===== src/sv/ign_pkg.sv =====
// ----------------------------------------------------------------------------
// ign_pkg
// shared types and constants of the improved gradient noise block
// ----------------------------------------------------------------------------
`default_nettype none

package ign_pkg;

  localparam int TABLE_SIZE = 256;
  localparam int TAB_AW     = 8;
  localparam int CELL_W     = 8;
  localparam int COORD_W    = 32;
  localparam int FREQ_W     = 24;
  localparam int AMP_W      = 16;
  localparam int OCT_W      = 4;
  localparam int FUNC_W     = 2;
  localparam int OUT_W      = 32;
  localparam int CFG_AW     = 4;
  localparam int CFG_DW     = 32;
  localparam int N_SLOTS    = 14;
  localparam int N_LERPS    = 7;
  localparam int IDX_W      = 4;

  localparam logic [FUNC_W-1:0] FUNC_LOAD   = 2'd0;
  localparam logic [FUNC_W-1:0] FUNC_EVAL3D = 2'd1;
  localparam logic [FUNC_W-1:0] FUNC_EVAL1D = 2'd2;

  localparam logic [1:0] REG_FREQUENCY = 2'd0;
  localparam logic [1:0] REG_AMPLITUDE = 2'd1;
  localparam logic [1:0] REG_OCTAVES   = 2'd2;

  localparam logic [FREQ_W-1:0] FREQ_RESET = 24'd65536;
  localparam logic [AMP_W-1:0]  AMP_RESET  = 16'd256;
  localparam logic [OCT_W-1:0]  OCT_RESET  = 4'd1;

  typedef enum logic [3:0] {
    OP_IDLE,
    OP_SPLIT,
    OP_FADE1,
    OP_FADE2,
    OP_FADE3,
    OP_FADE4,
    OP_READ,
    OP_LATCH,
    OP_DIFF,
    OP_LERP,
    OP_AMP,
    OP_ACC,
    OP_OUT
  } op_t;

  typedef struct packed {
    op_t              op;
    logic [IDX_W-1:0] idx;
  } cmd_t;

  typedef struct packed {
    logic [FREQ_W-1:0] frequency;
    logic [AMP_W-1:0]  amplitude;
    logic [OCT_W-1:0]  octave_count;
  } cfg_t;

endpackage

`default_nettype wire


===== src/sv/ign_ctrl.sv =====
// ----------------------------------------------------------------------------
// ign_ctrl
// sequencer stepping the datapath through split, fade, hash, diff, lerp, scale, accumulate, output
// ----------------------------------------------------------------------------
`default_nettype none

module ign_ctrl #(
  parameter int MAX_OCTAVES = 8
) (
  input  logic                       clk,
  input  logic                       rst_n,
  input  logic                       start,
  input  logic [ign_pkg::FUNC_W-1:0] func,
  input  logic [ign_pkg::OCT_W-1:0]  octave_count,
  output logic                       busy,
  output logic                       accept,
  output ign_pkg::cmd_t              cmd
);

  import ign_pkg::*;

  localparam int OLW = $clog2(MAX_OCTAVES + 1);

  typedef enum logic [3:0] {
    S_IDLE, S_SPLIT, S_FADE1, S_FADE2, S_FADE3, S_FADE4, S_READ, S_LATCH,
    S_DIFF, S_LERP, S_AMP, S_ACC, S_OUT
  } state_t;

  state_t           state_r;
  logic [IDX_W-1:0] idx_r;
  logic [OLW-1:0]   oct_left_r;
  logic [OLW-1:0]   n_oct;

  assign busy   = (state_r != S_IDLE);
  assign accept = start && (state_r == S_IDLE);

  always_comb begin
    if (octave_count > MAX_OCTAVES) begin
      n_oct = OLW'(MAX_OCTAVES);
    end else begin
      n_oct = OLW'(octave_count);
    end
  end

  always_ff @(posedge clk) begin
    if (!rst_n) begin
      state_r    <= S_IDLE;
      idx_r      <= '0;
      oct_left_r <= '0;
    end else begin
      unique case (state_r)
        S_IDLE: begin
          idx_r <= '0;
          if (accept) begin
            if (func == FUNC_EVAL3D) begin
              oct_left_r <= OLW'(1);
              state_r    <= S_SPLIT;
            end else if (func == FUNC_EVAL1D) begin
              oct_left_r <= n_oct;
              state_r    <= (n_oct == '0) ? S_OUT : S_SPLIT;
            end
          end
        end
        S_SPLIT: begin
          if (idx_r == IDX_W'(2)) begin
            idx_r   <= '0;
            state_r <= S_FADE1;
          end else begin
            idx_r <= idx_r + 1'b1;
          end
        end
        S_FADE1: state_r <= S_FADE2;
        S_FADE2: state_r <= S_FADE3;
        S_FADE3: state_r <= S_FADE4;
        S_FADE4: begin
          if (idx_r == IDX_W'(2)) begin
            idx_r   <= '0;
            state_r <= S_READ;
          end else begin
            idx_r   <= idx_r + 1'b1;
            state_r <= S_FADE1;
          end
        end
        S_READ: state_r <= S_LATCH;
        S_LATCH: begin
          if (idx_r == IDX_W'(N_SLOTS - 1)) begin
            idx_r   <= '0;
            state_r <= S_DIFF;
          end else begin
            idx_r   <= idx_r + 1'b1;
            state_r <= S_READ;
          end
        end
        S_DIFF: state_r <= S_LERP;
        S_LERP: begin
          if (idx_r == IDX_W'(N_LERPS - 1)) begin
            idx_r   <= '0;
            state_r <= S_AMP;
          end else begin
            idx_r   <= idx_r + 1'b1;
            state_r <= S_DIFF;
          end
        end
        S_AMP: state_r <= S_ACC;
        S_ACC: begin
          if (oct_left_r == OLW'(1)) begin
            state_r <= S_OUT;
          end else begin
            oct_left_r <= oct_left_r - 1'b1;
            state_r    <= S_SPLIT;
          end
        end
        S_OUT:   state_r <= S_IDLE;
        default: state_r <= S_IDLE;
      endcase
    end
  end

  always_comb begin
    cmd.idx = idx_r;
    unique case (state_r)
      S_SPLIT: cmd.op = OP_SPLIT;
      S_FADE1: cmd.op = OP_FADE1;
      S_FADE2: cmd.op = OP_FADE2;
      S_FADE3: cmd.op = OP_FADE3;
      S_FADE4: cmd.op = OP_FADE4;
      S_READ:  cmd.op = OP_READ;
      S_LATCH: cmd.op = OP_LATCH;
      S_DIFF:  cmd.op = OP_DIFF;
      S_LERP:  cmd.op = OP_LERP;
      S_AMP:   cmd.op = OP_AMP;
      S_ACC:   cmd.op = OP_ACC;
      S_OUT:   cmd.op = OP_OUT;
      default: cmd.op = OP_IDLE;
    endcase
  end

endmodule

`default_nettype wire


===== config.mk =====
export PLATFORM = sky130hd
export DESIGN_NAME = ign_ctrl
export DESIGN_NICKNAME = d
export VERILOG_FILES = /design/src/sv/ign_pkg.sv /design/src/sv/ign_ctrl.sv
export SDC_FILE = /design/constraint.sdc
export NUM_CORES = 1
export LEC_CHECK = 0
export ABC_AREA = 1
export BUFFER_PORTS_ARGS = -buffer_cell sky130_fd_sc_hd__buf_4
export CORE_MARGIN = 2
export CORE_UTILIZATION = 40
export CTS_CLUSTER_DIAMETER = 40
export DETAILED_ROUTE_END_ITERATION = 8
export PLACE_DENSITY = 0.58
export SYNTH_ARGS = -nofsm -noshare
export SYNTH_HDL_FRONTEND = slang
export SYNTH_SLANG_ARGS = --single-unit

===== constraint.sdc =====
create_clock -name clk -period 1.6 [get_ports clk]
set_clock_uncertainty 0.1 [all_clocks]
set_input_delay 0 -clock clk [delete_from_list [all_inputs] [get_ports clk]]
set_output_delay 0 -clock clk [all_outputs]
set_load 0.02 [all_outputs]

==> key figures <==
Power and ir drop
  – P_int: 0.649 mW
  – Sw frac: 0.348
  – Design Power: 0.996 mW
  – Sequential share of power: 0.458
  – Clk pwr share: 0.208
  – Cell Pwr Density: 785 nW/um2
  – P_sw: 0.347 mW
  – Logic pwr share: 0.334
  – Static leakage: 0.677 nW
  – Max IR drop VDD: 540 uV

Clock network
  – H-tree depth: 1
  – Root buffer cell: clkbuf_4
  – CTS buffer count: 3
  – Clock transition at path regs: 0.09 ns
  – Post-CTS Resized: 0
  – Clock Sinks: 16
  – Hold_buf cts: 3
  – CTS tree: yes
  – Clk Latency, worst-skew pair: 0.29 ns
  – CTS Buffer Depth: 2
  – Setup bufs post-CTS: 0

Setup path
  – CP Data Arrival Time: 1.60 ns
  – Critical Path Max Stage Delay: 0.44 ns
  – Critical path class: reg2reg
  – Crit path max-delay cell type: dfxtp_1
  – Critical Path Sink Type: register
  – Crit-path max FO: 6
  – Type of origin of the critical path: register
  – Crit-path cells: inv_1, ha_1, nand2_1, nand3_1, nand3_1, nand2_1, a21oi_1
  – Worst path required time: 1.72 ns
  – Cell family with most CP delay: simple AND/OR/NAND/NOR gates
  – CP Buf/Inv Count: 1

Yosys
  – Most numerous cell in the Yosys netlist: nand2_1
  – Cells after Synth: 172
  – Number of synthesized flops with an enable pin: 0
  – Syn Nets: 186
  – Yosys top cell area share: 0.310
  – Yosys top cell by area: dfxtp_1
  – Synth cell count leaders: nand2_1, nor2_1, inv_1, dfxtp_1, nand3_1
  – Synthesized cell area: 1030 um2
  – Syn Area/Cell: 6.00 um2
  – Sequential share of the synthesized area: 0.310
  – Distinct cells, synth: 18
  – Primary FF master, synth: dfxtp_1
  – Number of synthesis warnings: 0
  – Flops & latches, synth: 16
  – Synth top area cells: dfxtp_1, nand2_1, nor2_1
  – Post-synth ARST share: 0

Global route
  – Overflow left after global routing: 0
  – Largest net degree at the start of global routing: 13
  – All-Layer GR Usage: 0.175
  – First-pass GRT wire length: 3.77 mm
  – Antenna violations before repair: 0
  – Vias in the first global route: 938

Routing
  – Remaining routing DRC violations: 0
  – Vias per inst: 4.74
  – DRT iter0 DRCs: 22
  – DR vias: 1077
  – First-pass DRT Iterations: 4
  – ANT nets after route: 0
  – Drt wl/cell: 9.96 um
  – Post-Route WL: 2.26 mm

Finish
  – Register area: 320 um2
  – Final net count: 213
  – Final Cell Area: 1270 um2
  – Filler Cell Count: 270
  – Antenna diode count: 0
  – Area Growth Syn to Fin: 22.9%
  – Fraction of layout cells with a size suffix above 1: 0.173
  – Footprint of the multi-input gates: 629 um2

STA
  – RSZ-0062 raised after global routing: false
  – Min Hold Slack: 0.00408 ns
  – Setup violations, final: 0
  – Post-Route Setup TNS: 0 ns
  – Min Tclk post-route: 1.47 ns
  – Hold Vio Cnt, Final: 0
  – Max Fclk: 679 MHz
  – Relative slew slack: 0.747
  – Max Transition Viols Final: 0
  – Slew @ Worst Pin: 0.379 ns
  – Final period util: 0.921

Floorplan
  – Die area: 3000 um2
  – Die width: 54.8 um
  – Die Ht: 54.8 um
  – Core area: 2450 um2
  – Site Rows: 18
  – IO Count: 19
  – Effective utilization at floorplan: 0.420

Outcome
  – Status: complete, no violations

Placement
  – GPL Wtd Cong: 0.777
  – Port buffer count: 18
  – Area post-placement: 1220 um2
  – DP Wirelength: 1.77 mm

Hold path
  – Worst min-delay path category: in2reg

Job
  – Max_cap viols: 0
## placed cells by master, fill, tap and decap left out
master,count
nand2_4,1
nand2_1,58
xor2_1,2
xnor2_1,1
dfxtp_1,16
nand3_1,15
dlygate4sd3_1,3
inv_1,18
nand2_2,2
nand4_1,2
inv_2,3
a21oi_1,7
nand3_2,1
buf_4,20
nand3b_1,1
nor2_2,4
clkbuf_4,3
ha_1,5
o21ai_0,2
nor2_1,33
## path summary, 6_finish.rpt
path	start	endpoint	slack, ns	depth (start not counted)
setup / recovery	idx_r[0]	idx_r[3]	0.13	7
hold / removal	octave_count[1]	oct_left_r[1]	0.004	5
setup reg to reg	idx_r[0]	idx_r[3]	0.13	7
hold reg to reg	idx_r[3]	idx_r[3]	0.45	2
## through the flow
stage	cells	utilization	worst slack [ns]
floorplan	172	-	0.200
global placement	221	0.495	0.183
detailed placement	221	0.495	0.153
CTS	227	0.517	0.133
global route	227	0.517	0.0107
finish	227	0.517	0.127
## routing by layer
layer,up-vias,part of all wire,global-route usage
met1,473,0.47,0.211
li1,580,-,-
met4,0,0.018,0.0750
met5,-,0,0
met3,5,0.042,0.0328
met2,19,0.47,0.302
## power groups by stage
stage	clock, mW	sequential (mW)	combinational, mW
finish	0.208	0.456	0.332
global route	0.232	0.460	0.384
CTS	0.218	0.455	0.336
global placement	0	0.464	0.328
detailed placement	0	0.465	0.330
floorplan	0	0.472	0.228
## registers in the layout (all words and copies together), names as in the netlist
name	flops
idx_r	4
cmd	4
state_r	4
oct_left_r	4
## final cells by class
class,count,share of cell area
Multi-Input combinational cell,134,0.496
Sequential cell,16,0.252
Timing Repair Buffer,23,0.142
Inverter,21,0.0621
Tap cell,30,0.0296
Clock buffer,3,0.0178
## kinds of logic (layout without fill, tap and decap cells)
kind of cell / count (synthesis) / in the layout / synth area share
flip-flops: 16 / 16 / 0.310
AO/OA/AOI/OAI: 9 / 9 / 0.0436
adder cells (fa/ha/maj): 5 / 5 / 0.0606
AND/OR/NAND/NOR: 117 / 117 / 0.480
buffers and inverters: 22 / 47 / 0.0800
XOR/XNOR: 3 / 3 / 0.0255
## worst min-delay path, delay by kind of cell
kind	cells	cell delay (ns)
AO/OA/AOI/OAI	1	0.08
buffers and inverters	1	0.09
AND/OR/NAND/NOR	3	0.19
No activity file was read; power rests on OpenSTA's default activity.
