**src/sv/ign_pkg.sv**
```systemverilog
// ----------------------------------------------------------------------------
// ign_pkg
// shared types and constants of the improved gradient noise block
// ----------------------------------------------------------------------------
`default_nettype none

package ign_pkg;

  localparam int TABLE_SIZE = 256;
  localparam int TAB_AW     = 8;
  localparam int CELL_W     = 8;
  localparam int COORD_W    = 32;
  localparam int FREQ_W     = 24;
  localparam int AMP_W      = 16;
  localparam int OCT_W      = 4;
  localparam int FUNC_W     = 2;
  localparam int OUT_W      = 32;
  localparam int CFG_AW     = 4;
  localparam int CFG_DW     = 32;
  localparam int N_SLOTS    = 14;
  localparam int N_LERPS    = 7;
  localparam int IDX_W      = 4;

  localparam logic [FUNC_W-1:0] FUNC_LOAD   = 2'd0;
  localparam logic [FUNC_W-1:0] FUNC_EVAL3D = 2'd1;
  localparam logic [FUNC_W-1:0] FUNC_EVAL1D = 2'd2;

  localparam logic [1:0] REG_FREQUENCY = 2'd0;
  localparam logic [1:0] REG_AMPLITUDE = 2'd1;
  localparam logic [1:0] REG_OCTAVES   = 2'd2;

  localparam logic [FREQ_W-1:0] FREQ_RESET = 24'd65536;
  localparam logic [AMP_W-1:0]  AMP_RESET  = 16'd256;
  localparam logic [OCT_W-1:0]  OCT_RESET  = 4'd1;

  typedef enum logic [3:0] {
    OP_IDLE,
    OP_SPLIT,
    OP_FADE1,
    OP_FADE2,
    OP_FADE3,
    OP_FADE4,
    OP_READ,
    OP_LATCH,
    OP_DIFF,
    OP_LERP,
    OP_AMP,
    OP_ACC,
    OP_OUT
  } op_t;

  typedef struct packed {
    op_t              op;
    logic [IDX_W-1:0] idx;
  } cmd_t;

  typedef struct packed {
    logic [FREQ_W-1:0] frequency;
    logic [AMP_W-1:0]  amplitude;
    logic [OCT_W-1:0]  octave_count;
  } cfg_t;

endpackage

`default_nettype wire

```
**src/sv/ign_cfg.sv**
```systemverilog
// ----------------------------------------------------------------------------
// ign_cfg
// apb register bank for frequency, amplitude and octave count
// ----------------------------------------------------------------------------
`default_nettype none

module ign_cfg (
  input  logic                      clk,
  input  logic                      rst_n,
  input  logic                      psel,
  input  logic                      penable,
  input  logic                      pwrite,
  input  logic [ign_pkg::CFG_AW-1:0] paddr,
  input  logic [ign_pkg::CFG_DW-1:0] pwdata,
  output logic [ign_pkg::CFG_DW-1:0] prdata,
  output logic                      pready,
  output ign_pkg::cfg_t             cfg
);

  import ign_pkg::*;

  cfg_t cfg_r;
  cfg_t cfg_nxt;
  logic wr;

  assign wr     = psel && penable && pwrite;
  assign pready = 1'b1;

  always_comb begin
    cfg_nxt = cfg_r;
    if (wr) begin
      unique case (paddr[3:2])
        REG_FREQUENCY: cfg_nxt.frequency    = pwdata[FREQ_W-1:0];
        REG_AMPLITUDE: cfg_nxt.amplitude    = pwdata[AMP_W-1:0];
        REG_OCTAVES:   cfg_nxt.octave_count = pwdata[OCT_W-1:0];
        default:       cfg_nxt = cfg_r;
      endcase
    end
  end

  always_ff @(posedge clk) begin
    if (!rst_n) begin
      cfg_r.frequency    <= FREQ_RESET;
      cfg_r.amplitude    <= AMP_RESET;
      cfg_r.octave_count <= OCT_RESET;
    end else begin
      cfg_r <= cfg_nxt;
    end
  end

  always_comb begin
    unique case (paddr[3:2])
      REG_FREQUENCY: prdata = CFG_DW'(cfg_r.frequency);
      REG_AMPLITUDE: prdata = CFG_DW'(cfg_r.amplitude);
      REG_OCTAVES:   prdata = CFG_DW'(cfg_r.octave_count);
      default:       prdata = '0;
    endcase
  end

  assign cfg = cfg_r;

endmodule

`default_nettype wire

```
**config.mk**
```make
export PLATFORM = sky130hd
export DESIGN_NAME = ign_cfg
export DESIGN_NICKNAME = d
export VERILOG_FILES = /design/src/sv/ign_pkg.sv /design/src/sv/ign_cfg.sv
export SDC_FILE = /design/constraint.sdc
export NUM_CORES = 1
export LEC_CHECK = 0
export ABC_CLOCK_PERIOD_IN_PS = 1280
export BUFFER_PORTS_ARGS = -buffer_cell sky130_fd_sc_hd__buf_2
export CAP_MARGIN = 10
export CORE_UTILIZATION = 40
export DETAILED_ROUTE_END_ITERATION = 12
export HOLD_SLACK_MARGIN = 0.08
export PLACE_DENSITY_LB_ADDON = 0.05
export SKIP_CTS_REPAIR_TIMING = 1
export SYNTH_ARGS = -nofsm -noshare
export SYNTH_HDL_FRONTEND = slang
export SYNTH_SLANG_ARGS = --single-unit
```
**constraint.sdc**
```tcl
create_clock -name clk -period 1.28 [get_ports clk]
set_input_delay 0.256 -clock clk [delete_from_list [all_inputs] [get_ports clk]]
set_output_delay 0.256 -clock clk [all_outputs]
set_load 0.02 [all_outputs]
```
==> results of run 1 <==
final cells by class:
class                   count  area, um^2  area share
repair buffers            115         752       0.254
multi-input cells         171        1100       0.372
clock buffers               6        82.6      0.0279
inverters                   3        11.3     0.00381
clock inverters             2        15.0     0.00507
flip-flops and latches     44         911       0.308
well taps                  70        87.6      0.0296
cell families (layout without fill, tap and decap cells):
logic type | after synthesis | in the layout | synth area share
AOI/OAI and AO/OA | 7 | 7 | 0.0198
buffers and inverters | 28 | 126 | 0.100
DFF | 44 | 44 | 0.410
muxes | 57 | 57 | 0.265
other | 2 | 9 | 0.00349
and+or+nand+nor | 98 | 98 | 0.202
cells in the mapped netlist, types with 2 or more instances:
library cell / n / area (um^2)
nand2_1: 68 / 255
mux2i_1: 57 / 571
dfxtp_1: 44 / 881
buf_4: 13 / 97.6
nor2_1: 13 / 48.8
and2_1: 8 / 50.1
buf_2: 4 / 20.0
o21ai_1: 4 / 20.0
buf_6: 3 / 33.8
buf_8: 3 / 45.0
inv_1: 3 / 11.3
o211ai_1: 3 / 22.5
conb_1: 2 / 7.51
nand3_1: 2 / 10.0
worst min-delay path: stages:
cell and delay [ns]:
buf_2 0.09, nand2_1 0.04, mux2i_1 0.05
power breakdown:
group          leakage, nW  internal (mW)  switching, mW
sequential           0.366           1.39         0.0128
clock               0.0434          0.437          0.477
combinational        0.999          0.150          0.206
total                 1.41           1.97          0.695
worst paths after layout:
kind,to,cells after the start,startpoint
setup / recovery,prdata[8],3,cfg[28]$_SDFFE_PN0P_
hold / removal,cfg[41]$_SDFFE_PN0P_,3,pwdata[21]
setup reg to reg,cfg[12]$_SDFFE_PN1P_,3,cfg[12]$_SDFFE_PN1P_
hold reg to reg,cfg[8]$_SDFFE_PN0P_,2,cfg[8]$_SDFFE_PN0P_
per-layer routing:
layer	GRT usage	vias to the layer above
met4	0.0679	0
li1	-	962
met1	0.235	874
met3	0.0463	5
met2	0.259	74
met5	0	-
through the flow:
| stage | cell area (um^2) | setup TNS, ns | cells | hold WS (ns) |
|---|---|---|---|---|
| 2_1_floorplan | 2180 | 0 | 243 | 0.398 |
| 3_3_place_gp | 2710 | -0.138 | 399 | 0.453 |
| 3_5_place_dp | 2710 | -0.286 | 399 | 0.462 |
| 4_1_cts | 2810 | -0.337 | 407 | 0.183 |
| 5_1_grt | 2960 | -0.150 | 411 | 0.192 |
| 6_report | 2960 | 0 | 411 | 0.194 |
==> impl_metrics.yaml, run 1 <==
timing:
  post-route-min-period_ns: 1.27
  finalHoldViolCount: 0
  fin_skew_ns: 0
  worst_slack_ns: 0.0145
  drv_slew: 0
  min_period_over_period: 0.989
  grt_setup_unrepaired: "yes"
  setup_viol: 0
  max_clock_freq_mhz: 790
routing:
  wl_met3_um: 395
  wl_per_cell_um: 12.5
  routed-via-count: 1915
  drcViolationCount: 0
  routed_via_density: 4.66
  wl_mm: 5.15
  antenna_left: 0
  drt_iter0_drc: 68
  dr_wl_met2_mm: 2.34
  dr.pass1.iters: 4
  highest_layer: "met4"
  drt-met1-wl_mm: 2.36
logic_synthesis:
  yosysWarnings: 0
  synth_cells: 236
  syn_area_per_cell_um2: 9.11
  syn-cell-area_um2: 2150
  synthDistinctLibCells: 23
  synth_seq_cells: 44
  synthArstFlopShare: 0
  synth-seq-area-share: 0.410
  synthFlopType: "dfxtp_1"
  synth_edf_count: 0
critical_path:
  path_class: "flop to output pin"
  path_cells: "mux2i_1, nor2_1, buf_4"
  arrival_ns: 1.01
  path_delay_family: "flip-flops"
  endpoint_kind: "output pin"
  slowest_delay_ns: 0.34
  start_kind: "flop"
  critPathSlowestCell: "dfxtp_2"
  crit_path_max_fanout: 3
  worst-path-buf-inv: 1
  critPathRequiredTime_ns: 1.02
  rrSetupSlack_ns: 0.57
cts:
  clockRootBuffer: "clkbuf_8"
  tritoncts: "yes"
  clockBufferDepth: 2
  clk_pin_slew_ns: 0.09
  cts_buffers: 5
  clock_latency_ns: 0.29
  htree_levels: 2
  clock_sink_count: 44
floorplan:
  start_util: 0.418
  rows: 26
  die_area_um2: 5670
  io_pins: 118
  die_h_um: 75.3
  die_w_um: 75.3
  coreArea_um2: 5140
finish:
  largest_register_ffs: 44
  post-route-util: 0.576
  layout_commonest_cell: "buf_2"
  drive_gt1_frac: 0.452
  fillers: 505
  final_nets: 381
  num_antenna_cells: 0
  layout_common_cells: "buf_2, nand2_1, mux2i_1"
  area_delta_synth_final_pct: 37.6
min_path:
  hold_path_class: "primary input to flop"
global_routing:
  gr-total-overflow: 0
  antenna_found_initial: 0
  grt_max_degree: 68
  grtUsageTotal: 0.172
  grt_pass1_vias: 1539
  grt_pass1_wl_mm: 7.33
power_and_ir_drop:
  ir_drop_v: 0.000543
  p_per_area_nw_per_um2: 902
  total_power_mw: 2.67
  cellLeakagePower_nw: 1.41
placement:
  gp_congestion: 0.703
  numPortBuffers: 98
  hpwl_mm: 3.49
  place_ws_ns: -0.0314
run:
  max_cap_violations: 0
outcome:
  status: "finished clean"
Power figures use the tool's default switching activity.
==> run 2: changes to the inputs <==
--- a/config.mk
+++ b/config.mk
@@ -10,2 +10,3 @@
 export CAP_MARGIN = 10
+export CORE_MARGIN = 3
 export CORE_UTILIZATION = 40
==> constraint.sdc (replaced) <==
create_clock -name clk -period 1.28 [get_ports clk]
set_input_delay 0.192 -clock clk [delete_from_list [all_inputs] [get_ports clk]]
set_output_delay 0.192 -clock clk [all_outputs]
set_load 0.02 [all_outputs]
==> run 2 against run 1 <==
Compared with the run above:
- worst hold slack got worse by 0.062 ns
- die area rose by 11%
- fmax rose by 5.0%
==> impl_metrics.yaml, run 2 (synthesized netlist as in run 1, its figures left out) <==
power_and_ir_drop:
  p_per_area_nw_per_um2: 987
  comb_power_share: 0.116
  pwr-share-seq: 0.508
  ir_drop_v: 0.000421
  p_sw_mw: 0.665
  intPower_mw: 2.09
  clkPwrFrac: 0.375
  cellLeakagePower_nw: 1.37
  sw_frac_of_total: 0.242
cts:
  clockBufferDepth: 2
  htree_levels: 2
  tritoncts: "yes"
  clock_sink_count: 44
  cts_buffers: 5
  clockRootBuffer: "clkbuf_8"
  clk_pin_slew_ns: 0.08
  clock_latency_ns: 0.29
critical_path:
  start_kind: "flop"
  path_class: "flop to output pin"
  worst-path-buf-inv: 1
  path_delay_family: "flip-flops"
  slowest_delay_ns: 0.36
  critPathRequiredTime_ns: 1.09
  path_cells: "mux2i_1, o21ai_1, buf_2"
  endpoint_kind: "output pin"
  critPathSlowestCell: "dfxtp_1"
  arrival_ns: 1.01
  crit_path_max_fanout: 3
global_routing:
  grt_max_degree: 68
  grt_pass1_wl_mm: 8.38
  grt_pass1_vias: 1748
  antenna_found_initial: 0
  grtUsageTotal: 0.168
  gr-total-overflow: 0
finish:
  final-seq-area_um2: 890
  layout_common_cells: "buf_2, nand2_1, mux2i_1"
  post-route-util: 0.543
  fillers: 521
  largest_register_ffs: 44
  multi_input_area_um2: 1090
  drive_gt1_frac: 0.390
  num_antenna_cells: 0
  area_delta_synth_final_pct: 29.7
  layout_commonest_cell: "buf_2"
  final_nets: 376
placement:
  gp_congestion: 0.749
  hpwl_mm: 3.73
  numPortBuffers: 98
floorplan:
  die_h_um: 79.3
  coreArea_um2: 5140
  start_util: 0.418
  io_pins: 118
  die_w_um: 79.3
  die_area_um2: 6290
  rows: 26
timing:
  max_clock_freq_mhz: 830
  tns_ns: 0
  post-route-min-period_ns: 1.21
  drv_slew: 0
  fin_skew_ns: 0
  setup_viol: 0
  min_period_over_period: 0.942
  finalHoldViolCount: 0
  grt_setup_unrepaired: "no"
routing:
  routed-via-count: 1847
  dr_wl_met2_mm: 2.33
  routed_via_density: 4.55
  antenna_left: 0
  drt_iter0_drc: 62
  drt-met1-wl_mm: 2.24
  dr.pass1.iters: 4
  wl_per_cell_um: 12.4
  wl_met3_um: 407
  highest_layer: "met4"
  wl_mm: 5.03
  drcViolationCount: 0
run:
  max_cap_violations: 0
min_path:
  hold_path_class: "primary input to flop"
outcome:
  status: "finished clean"
## run 2: worst paths after layout
| check | startpoint | endpoint | slack (ns) | depth (start not counted) |
|---|---|---|---|---|
| worst min-delay path | pwdata[22] | cfg[42]$_SDFFE_PN0P_ | 0.13 | 3 |
| worst min register to register | cfg[10]$_SDFFE_PN0P_ | cfg[10]$_SDFFE_PN0P_ | 0.47 | 2 |
| worst max register to register | cfg[4]$_SDFFE_PN0P_ | cfg[4]$_SDFFE_PN0P_ | 0.65 | 2 |
| worst max-delay path | cfg[4]$_SDFFE_PN0P_ | prdata[0] | 0.07 | 3 |
## run 2: layout make-up
type | count | area share
clock buffers | 6 | 0.0260
clock inverters | 2 | 0.0126
inverters | 3 | 0.00404
multi-input cells | 171 | 0.392
flip-flops and latches | 44 | 0.319
well taps | 70 | 0.0314
repair buffers | 110 | 0.215
## run 2: per-stage QoR
step                      hold WS [ns]  cells  area [um^2]  power, mW  setup WS [ns]
final                            0.131    406         2790       2.75         0.0748
after detailed placement         0.446    398         2660       1.75        -0.0641
after CTS                        0.126    406         2770       2.78        -0.0682
after floorplan                  0.334    243         2180       1.66         0.0765
after global placement           0.443    398         2660       1.75        -0.0206
after global routing             0.134    406         2790       2.88       0.000553
## run 2: per-layer routing
metal  track usage  vias up
li1              -      950
met1         0.214      823
met2         0.272       69
met3        0.0442        5
met4        0.0619        0
met5             0        -
## run 2: power by group through the flow
stage / Sequential (mW) / Clock, mW / Combinational [mW]
floorplan: 1.45 / 0 / 0.204
global placement: 1.43 / 0 / 0.319
detailed placement: 1.43 / 0 / 0.320
CTS: 1.40 / 1.06 / 0.320
global route: 1.40 / 1.12 / 0.353
finish: 1.40 / 1.03 / 0.320
## run 2: worst register-to-register path: stages (launching register included)
cell and delay, ns:
dfxtp_1 0.36, nand2_1 0.06, mux2i_1 0.14
